--- src/sv/bgcd_pkg.sv ---
// Package for the binary GCD core.
// Holds the default datapath width and the width of the operand and result ports.
// No dependencies.
package bgcd_pkg;

    localparam int DEFAULT_WIDTH = 32;  // datapath width
    localparam int FIELD_W       = 32;  // width of the operand and divisor ports

endpackage

--- src/sv/bgcd_step.sv ---
// One reduction step of the binary GCD pipeline, registered at its output.
// Depends on bgcd_pkg for the default width.
module bgcd_step #(
    parameter int WIDTH = bgcd_pkg::DEFAULT_WIDTH
) (
    input  logic                     i_clk,
    input  logic                     i_rst_n,
    input  logic                     i_en,
    input  logic                     i_valid,
    input  logic [WIDTH-1:0]         i_a,
    input  logic [WIDTH-1:0]         i_b,
    input  logic [$clog2(WIDTH)-1:0] i_k,
    output logic                     o_valid,
    output logic [WIDTH-1:0]         o_a,
    output logic [WIDTH-1:0]         o_b,
    output logic [$clog2(WIDTH)-1:0] o_k
);
    localparam int KW = $clog2(WIDTH);

    logic             r_valid;
    logic [WIDTH-1:0] r_a, r_b, n_a, n_b;
    logic [KW-1:0]    r_k, n_k;
    logic [WIDTH-1:0] diff;
    logic             a_gt;

    assign a_gt = i_a > i_b;
    assign diff = a_gt ? (i_a - i_b) : (i_b - i_a);

    // Each step at least halves a*b until b reaches zero; a stays nonzero
    // unless both operands were zero.
    always_comb begin
        n_a = i_a;
        n_b = i_b;
        n_k = i_k;
        priority if (i_b == '0) begin
            n_a = i_a;
        end else if (!i_a[0] && !i_b[0]) begin
            n_a = i_a >> 1;
            n_b = i_b >> 1;
            n_k = KW'(i_k + 1'b1);
        end else if (!i_a[0]) begin
            n_a = i_a >> 1;
        end else if (!i_b[0]) begin
            n_b = i_b >> 1;
        end else begin
            // both odd: keep the smaller, halve the even difference
            n_a = a_gt ? i_b : i_a;
            n_b = diff >> 1;
        end
    end

    always_ff @(posedge i_clk) begin
        if (!i_rst_n) begin
            r_valid <= 1'b0;
        end else if (i_en) begin
            r_valid <= i_valid;
        end
    end

    always_ff @(posedge i_clk) begin
        if (i_en) begin
            r_a <= n_a;
            r_b <= n_b;
            r_k <= n_k;
        end
    end

    assign o_valid = r_valid;
    assign o_a     = r_a;
    assign o_b     = r_b;
    assign o_k     = r_k;

endmodule

--- config.mk ---
export PLATFORM = sky130hd
export DESIGN_NAME = bgcd_step
export DESIGN_NICKNAME = d
export VERILOG_FILES = /design/src/sv/bgcd_pkg.sv /design/src/sv/bgcd_step.sv
export SDC_FILE = /design/constraint.sdc
export NUM_CORES = 1
export LEC_CHECK = 0
export BUFFER_PORTS_ARGS = -buffer_cell sky130_fd_sc_hd__buf_2
export CORE_UTILIZATION = 61
export DETAILED_ROUTE_END_ITERATION = 6
export PLACE_DENSITY = 0.95
export SYNTH_ARGS = -nofsm -noshare
export SYNTH_HDL_FRONTEND = slang
export SYNTH_SLANG_ARGS = --single-unit
--- constraint.sdc ---
create_clock -name i_clk -period 7 [get_ports i_clk]
set_clock_uncertainty 0.05 [all_clocks]
set_input_delay 0.35 -clock i_clk [delete_from_list [all_inputs] [get_ports i_clk]]
set_output_delay 0.35 -clock i_clk [all_outputs]
set_load 0.01 [all_outputs]
==> results of run 1 <==
[kinds of logic (layout without fill, tap and decap cells)]
group           count (synthesis)  after routing  share of synthesized area, %
compound gates                327            327                         29.43
simple gates                  203            203                         13.69
buf+inv                       130            237                         7.492
flops                          70             70                         29.97
fa+ha+maj                      67             67                         12.22
xor+xnor                       34             34                         4.266
mux                            20             20                         2.922
[layout make-up]
cell class                      count  area, µm²
Fill cell                         904       3012
Tap cell                          140      175.2
Timing Repair Buffer              147      748.2
Clock buffer                        9      225.2
Multi-Input combinational cell    651       4388
Inverter                           74      277.8
Sequential cell                    70       2092
Clock inverter                      7      65.06
[sequential cells by signal, indices dropped and copies added, names as in the netlist]
name and flops:
o_b 32, o_valid 1, o_k 5, o_a 32
[through the flow]
stage          cell area, µm²  instances  total power [mW]
3_5_place_dp             7681       1082             1.100
6_report                 7971       1098             1.564
4_1_cts                  7971       1098             1.554
3_3_place_gp             7681       1082             1.091
5_1_grt                  7971       1098             1.635
2_1_floorplan            6980        851            0.9168
[report_power, final]
| group | switching (mW) | internal [mW] |
|---|---|---|
| Combinational | 0.362 | 0.218 |
| Clock | 0.181 | 0.273 |
| Sequential | 0.0123 | 0.519 |
[worst register-to-register path, stage by stage, from the launching register on]
cell and delay, ps:
dfxtp_1 300, mux2i_1 120, nor2b_1 60
[layer usage]
metal | track usage, % | share of wire [%] | routed length, µm
met5 | 0 | 0 | 0
met4 | 16.80 | 3.5 | 765
met3 | 5.619 | 9.2 | 2002
met2 | 61.19 | 47 | 10200
met1 | 47.91 | 40 | 8792
[placed cells by master (no fill, tap or decap), types with 5 or more instances in the layout]
| master | instances |
|---|---|
| nand2b_1 | 7 |
| a21o_1 | 21 |
| o21bai_1 | 10 |
| nor4_1 | 14 |
| xor2_1 | 16 |
| mux2i_1 | 17 |
| inv_1 | 74 |
| o21ai_0 | 31 |
| xnor2_1 | 18 |
| nand4_1 | 16 |
| a21oi_1 | 121 |
| nor2b_1 | 9 |
| clkbuf_16 | 9 |
| buf_4 | 5 |
| buf_2 | 142 |
| ha_1 | 65 |
| o22ai_1 | 61 |
| o211ai_1 | 7 |
| a211oi_1 | 6 |
| nand2_1 | 50 |
| a21boi_0 | 5 |
| edfxtp_1 | 69 |
| nand3_1 | 7 |
| nor3_1 | 9 |
| nor2_1 | 73 |
| a31oi_1 | 7 |
| o21a_1 | 11 |
[path summary, 6_finish.rpt]
| check | depth (start not counted) | start | to | slack, ps |
|---|---|---|---|---|
| max | 13 | i_a[23] | o_b[30] | 2930 |
| min | 2 | i_rst_n | o_valid | 170 |
| max reg2reg | 2 | o_valid | o_valid | 6360 |
| min reg2reg | 2 | o_valid | o_valid | 470 |
==> results_tabular.tex, run 1 <==
\begin{tabular}{lr}
\hline
Metric & Value \\
\hline
\multicolumn{2}{l}{\textbf{Run status}} \\
\quad Status & complete, no violations \\
\multicolumn{2}{l}{\textbf{Logic synthesis}} \\
\quad Number of distinct library cells after synthesis & 63 \\
\quad Top cells by area in the synthesized netlist & edfxtp\_1 (30\%), ha\_1 (12\%), a21oi\_1 (8.7\%) \\
\quad Synth cell count leaders & a21oi\_1 (122), inv\_1 (74), nor2\_1 (74) \\
\quad Count of yosys warnings during synthesis & 0 \\
\quad Dominant register cell in the synthesized netlist & edfxtp\_1 \\
\quad Net count after synthesis & 991 \\
\quad Number of enable flip-flop cells after synthesis & 69 \\
\quad Async set-or-reset flop fraction in the synthesized netlist & 0\% \\
\quad Share of Yosys cell area claimed by the top area cell type & 29.68\% \\
\quad Count of state elements after synthesis & 70 \\
\quad Top-count cell post-synth & a21oi\_1 \\
\quad Dominant cell type by area after synthesis & edfxtp\_1 \\
\quad Sequential cell area fraction in the yosys report & 29.97\% \\
\quad Cell count after synthesis & 851 \\
\quad Post-synth design cell area & 6980 µm² \\
\quad Avg Synthesized Cell Area & 8.203 µm² \\
\multicolumn{2}{l}{\textbf{Place}} \\
\quad Port Buf Inserts & 142 \\
\quad Post-placement setup slack & 2677 ps \\
\quad Total half-perimeter wirelength after legalization and detailed placement & 15,840 µm \\
\quad Final weighted congestion in routability-driven placement & 1.005 \\
\multicolumn{2}{l}{\textbf{Clocking}} \\
\quad Cts bufs inserted & 9 \\
\quad Clock insertion delay at the later pin of the skew report & 350 ps \\
\quad Depth of the CTS H-tree & 3 \\
\quad CTS resizes & 0 \\
\quad Clock tree from TritonCTS & yes \\
\quad Maximum clock path buffer count & 2 \\
\quad CTS hold repair buffers & 0 \\
\quad Clock tree sinks & 70 \\
\quad Reg clk slew, reported paths & 60 ps \\
\quad Root buffer selected by CTS & clkbuf\_16 \\
\quad Setup Fix Bufs, Post-CTS & 0 \\
\multicolumn{2}{l}{\textbf{Floorplanning}} \\
\quad Placeable core area & 10,980 µm² \\
\quad Count of boundary I/O pins & 143 \\
\quad Floorplan die area & 11,880 µm² \\
\quad Width of the chip & 109.0 µm \\
\quad Row cnt & 38 \\
\quad Starting Density & 63.56\% \\
\quad Die Span Y & 109.0 µm \\
\multicolumn{2}{l}{\textbf{Worst setup path}} \\
\quad Critical path startpoint category & input port \\
\quad Family with the most delay on the worst path & compound AO/OA/AOI/OAI gates \\
\quad Critical path class & input port to flop \\
\quad Worst path buffer plus inverter count & 3 \\
\quad Ordered list of cells on the worst path & buf\_2 > inv\_1 > ha\_1 > a21oi\_1 > o21ai\_0 > a221oi\_2 > o211a\_2 > a21o\_1 > buf\_4 > mux2i\_1 > a221oi\_1 > o2111a\_1 > or4\_1 \\
\quad Worst path required time & 7030 ps \\
\quad Max stage delay on crit path & 510 ps \\
\quad Signal arrival time at the worst endpoint & 4110 ps \\
\quad Maximum fanout along the worst path & 24 \\
\quad Endpoint class of the critical path & flop \\
\quad Critical-path top delay cell & or4\_1 \\
\multicolumn{2}{l}{\textbf{Power and ir drop}} \\
\quad Leakage power & 3.569 nW \\
\quad Worst VDD drop & 217.7 µV \\
\quad Power density cells & 196.3 nW/µm² \\
\multicolumn{2}{l}{\textbf{STA}} \\
\quad Pins over their slew limit & 0 \\
\quad Post-layout worst setup margin & 2929 ps \\
\quad Final critical delay including setup and external delays & 4071 ps \\
\quad Achievable clock frequency & 0.2457 GHz \\
\quad Hold violation count in the final report & 0 \\
\quad Hold Slack & 166.7 ps \\
\quad Setup violation total in the final timing report & 0 \\
\quad Relative max-transition margin & 30.19\% \\
\quad Slew of the pin with the lowest slew margin & 1044 ps \\
\quad Setup repair after global routing missed its margin & no \\
\quad Setup TNS after final layout & 0 ps \\
\quad Portion of the clock cycle consumed by the worst path in the final layout & 58.15\% \\
\multicolumn{2}{l}{\textbf{GRT}} \\
\quad Antenna violations before repair & 0 \\
\quad Via count of the first global-routing pass & 6,693 \\
\quad Wire length of the first global-routing pass & 33,750 µm \\
\quad Pin count of the biggest net entering global routing & 38 \\
\quad GRT overflow & 0 \\
\quad All-layer global routing usage & 37.14\% \\
\multicolumn{2}{l}{\textbf{Layout}} \\
\quad Post-synthesis to final-layout area growth & 14.20\% \\
\quad Final layout net count & 1,093 \\
\quad Post-Route Utilization & 72.58\% \\
\quad Layout cell share with drive strength beyond 1 & 18.48\% \\
\quad Total inserted antenna cells & 0 \\
\multicolumn{2}{l}{\textbf{Detailed routing}} \\
\quad Remaining design rule violation count & 0 \\
\quad Router iterations before antenna repair & 6 \\
\quad Aggregate routed wire length & 21,760 µm \\
\quad Wirelength per Cell & 19.82 µm \\
\quad Violation count after the first detailed-route iteration & 783 \\
\quad Avg Vias per Cell & 6.616 \\
\quad Via count & 7,264 \\
\quad Number of nets with antenna violations after detailed routing & 0 \\
\multicolumn{2}{l}{\textbf{Flow run}} \\
\quad Max cap viols & 0 \\
\multicolumn{2}{l}{\textbf{Min path}} \\
\quad Type of the most critical hold path & input port to flop \\
\hline
\end{tabular}
(Power assumes the default switching activity.)
==> run 2: changes to the inputs <==
CORE_UTILIZATION = 57   (was 61)
PLACE_DENSITY = 0.9   (was 0.95)
clock period = 3.8 ns   (was 7 ns; I/O delays follow)
==> run 2 against run 1 <==
Global-route usage decreased by 1.5 points. Count of clock-buffer cells in the layout unchanged. Critical path depth unchanged. Combinational power increased by 91%. Critical path type unchanged. Worst setup slack got worse by 2400 ps.
==> results_tabular.tex, run 2 (same netlist as run 1, synthesis figures left out) <==
\begin{tabular}{lr}
\hline
Metric & Value \\
\hline
\multicolumn{2}{l}{\textbf{Run status}} \\
\quad Status & complete, no violations (unchanged) \\
\multicolumn{2}{l}{\textbf{Floorplanning}} \\
\quad Placeable core area & 11,960 µm² (was 10,980 µm²) \\
\quad Row cnt & 40 (was 38) \\
\quad Width of the chip & 112.7 µm (was 109.0 µm) \\
\quad Count of boundary I/O pins & 143 (unchanged) \\
\quad Die Span Y & 112.7 µm (was 109.0 µm) \\
\quad Floorplan die area & 12,690 µm² (was 11,880 µm²) \\
\quad Starting Density & 58.36\% (was 63.56\%) \\
\multicolumn{2}{l}{\textbf{STA}} \\
\quad Final critical delay including setup and external delays & 3289 ps \\
\quad Relative max-transition margin & 34.86\% (was 30.19\%) \\
\quad Portion of the clock cycle consumed by the worst path in the final layout & 86.56\% \\
\quad Slew of the pin with the lowest slew margin & 977.1 ps (was 1044 ps) \\
\quad Setup repair after global routing missed its margin & no (unchanged) \\
\quad Hold violation count in the final report & 0 (unchanged) \\
\quad Setup TNS after final layout & 0 ps (unchanged) \\
\quad Pins over their slew limit & 0 (unchanged) \\
\quad Achievable clock frequency & 0.3040 GHz \\
\quad Setup violation total in the final timing report & 0 (unchanged) \\
\multicolumn{2}{l}{\textbf{Clocking}} \\
\quad Depth of the CTS H-tree & 3 (unchanged) \\
\quad Reg clk slew, reported paths & 60 ps (about the same) \\
\quad Clock insertion delay at the later pin of the skew report & 350 ps (about the same) \\
\quad Cts bufs inserted & 9 (unchanged) \\
\quad Clock tree from TritonCTS & yes (unchanged) \\
\quad Maximum clock path buffer count & 2 (unchanged) \\
\quad Clock tree sinks & 70 (unchanged) \\
\quad Root buffer selected by CTS & clkbuf\_16 (unchanged) \\
\multicolumn{2}{l}{\textbf{Power and ir drop}} \\
\quad Power after layout & 2.869 mW (was 1.564 mW) \\
\quad Switching share of total power & 36.46\% (was 35.48\%) \\
\quad Clock Power Share & 27.3\% (was 29.0\%) \\
\quad Combinational share of power & 38.6\% (was 37.1\%) \\
\quad Internal power component & 1.823 mW (was 1.009 mW) \\
\quad Power density cells & 351.1 nW/µm² (was 196.3 nW/µm²) \\
\quad Worst VDD drop & 241.2 µV (was 217.7 µV) \\
\quad Switching power summed over all nets & 1.046 mW (was 0.5551 mW) \\
\quad Leakage power & 3.687 nW (was 3.569 nW) \\
\quad Sequential group share of total power & 34.1\% (was 33.9\%) \\
\multicolumn{2}{l}{\textbf{Detailed routing}} \\
\quad Router iterations before antenna repair & 7 (was 6) \\
\quad Via count & 7,247 (was 7,264) \\
\quad Aggregate routed wire length & 22,400 µm (was 21,760 µm) \\
\quad Number of nets with antenna violations after detailed routing & 0 (unchanged) \\
\quad Violation count after the first detailed-route iteration & 652 (was 783) \\
\quad Avg Vias per Cell & 6.385 (was 6.616) \\
\quad Remaining design rule violation count & 0 (unchanged) \\
\quad Wirelength per Cell & 19.73 µm (was 19.82 µm) \\
\multicolumn{2}{l}{\textbf{Worst setup path}} \\
\quad Maximum fanout along the worst path & 9 (was 24) \\
\quad Worst path required time & 3840 ps (was 7030 ps) \\
\quad Critical path class & input port to flop (unchanged) \\
\quad Endpoint class of the critical path & flop (unchanged) \\
\quad Signal arrival time at the worst endpoint & 3330 ps (was 4110 ps) \\
\quad R2r setup slk & 3160 ps (was 6360 ps) \\
\quad FF-to-FF End & o\_valid (unchanged) \\
\quad Reg-to-Reg Start & o\_valid (unchanged) \\
\quad Critical path startpoint category & input port (unchanged) \\
\quad Count of cells along the worst register-to-register path & 2 (unchanged) \\
\multicolumn{2}{l}{\textbf{Layout}} \\
\quad Final layout net count & 1,123 (was 1,093) \\
\quad Layout cell share with drive strength beyond 1 & 20.75\% (was 18.48\%) \\
\quad Fill cells & 1,040 (was 904) \\
\quad Post-synthesis to final-layout area growth & 17.06\% (was 14.20\%) \\
\quad Most frequent standard cell in the layout excluding fill and tap cells & buf\_2 (unchanged) \\
\quad Total inserted antenna cells & 0 (unchanged) \\
\quad Final Cell Area & 8172 µm² (was 7971 µm²) \\
\quad Leading cell types in the layout, fill and taps excluded & buf\_2 (142), a21oi\_1 (121), inv\_1 (74), nor2\_1 (73), edfxtp\_1 (69) (unchanged) \\
\multicolumn{2}{l}{\textbf{Place}} \\
\quad Total half-perimeter wirelength after legalization and detailed placement & 16,880 µm (was 15,840 µm) \\
\quad Port Buf Inserts & 142 (unchanged) \\
\quad Standard cell area after detailed placement & 7895 µm² (was 7681 µm²) \\
\quad Final weighted congestion in routability-driven placement & 1.000 (was 1.005) \\
\multicolumn{2}{l}{\textbf{Min path}} \\
\quad Type of the most critical hold path & input port to flop (unchanged) \\
\quad Worst hold endpoint & o\_valid (unchanged) \\
\quad Instance count along the most critical hold path & 3 (was 2) \\
\quad Min-delay src & i\_valid (was i\_rst\_n) \\
\multicolumn{2}{l}{\textbf{GRT}} \\
\quad GRT overflow & 0 (unchanged) \\
\quad Wire length of the first global-routing pass & 35,480 µm (was 33,750 µm) \\
\quad Antenna violations before repair & 0 (unchanged) \\
\quad All-layer global routing usage & 35.61\% (was 37.14\%) \\
\quad Pin count of the biggest net entering global routing & 40 (was 38) \\
\quad Via count of the first global-routing pass & 6,896 (was 6,693) \\
\multicolumn{2}{l}{\textbf{Flow run}} \\
\quad Max cap viols & 0 (unchanged) \\
\hline
\end{tabular}
## run 2: routing by layer
layer | GRT usage, % | share of wire (%) | vias up
li1 | - | - | 3405
met1 | 46.57 | 43 | 3454
met2 | 60.12 | 48 | 343
met3 | 4.266 | 6.9 | 45
met4 | 13.87 | 2.6 | 0
met5 | 0 | 0 | -
## run 2: metrics by stage
step                      util, %  setup slack, ps  cells  hold slack, ps
after detailed placement    66.00            221.3   1118           358.5
final                       68.32            510.9   1135           42.93
after global routing        68.32            306.0   1135           89.38
after CTS                   68.32            581.5   1135           43.97
after global placement      66.00            302.2   1118           355.0
after floorplan                 -            398.9    851           252.5
## run 2: worst max-delay path: stages
cell,delay (ps)
buf_2,180
inv_1,120
ha_1,250
fa_1,390
nand2b_1,180
a21oi_1,190
o21ai_1,200
o31a_1,360
a21o_1,270
mux2i_1,150
a221oi_1,340
nor3_1,90
or4_1,400
## run 2: worst max path at each step
stage                     slack, ps  endpoint  depth (start not counted)    from
after global routing            310    o_b[2]                         14  i_a[0]
after global placement          300    o_b[2]                         14  i_a[0]
final                           510   o_b[30]                         13  i_a[0]
after detailed placement        220    o_b[2]                         14  i_a[0]
after floorplan                 400   o_b[30]                         13  i_a[0]
after CTS                       580    o_b[2]                         14  i_a[0]
## run 2: power by group through the flow
stage	logic (mW)	clock network, mW	registers (mW)
global placement	1.07	0	0.991
detailed placement	1.08	0	0.993
CTS	1.09	0.788	0.979
finish	1.11	0.784	0.978
global route	1.20	0.808	0.985
floorplan	0.649	0	1.04
## run 2: area by class of cell
type | count | area, µm² | share of cell area, %
clock buffers | 9 | 225.2 | 2.756
clock inverters | 7 | 41.29 | 0.5053
inverters | 74 | 277.8 | 3.399
multi-input cells | 651 | 4375 | 53.54
flip-flops and latches | 70 | 2092 | 25.60
well taps | 147 | 183.9 | 2.251
repair buffers | 177 | 975.9 | 11.94
## run 2: timing repair
action                                 CTS  global route
hold buffers                             1             0
setup buffers                            0             0
endpoints found under the hold margin    1             0
resized for setup                        0             0
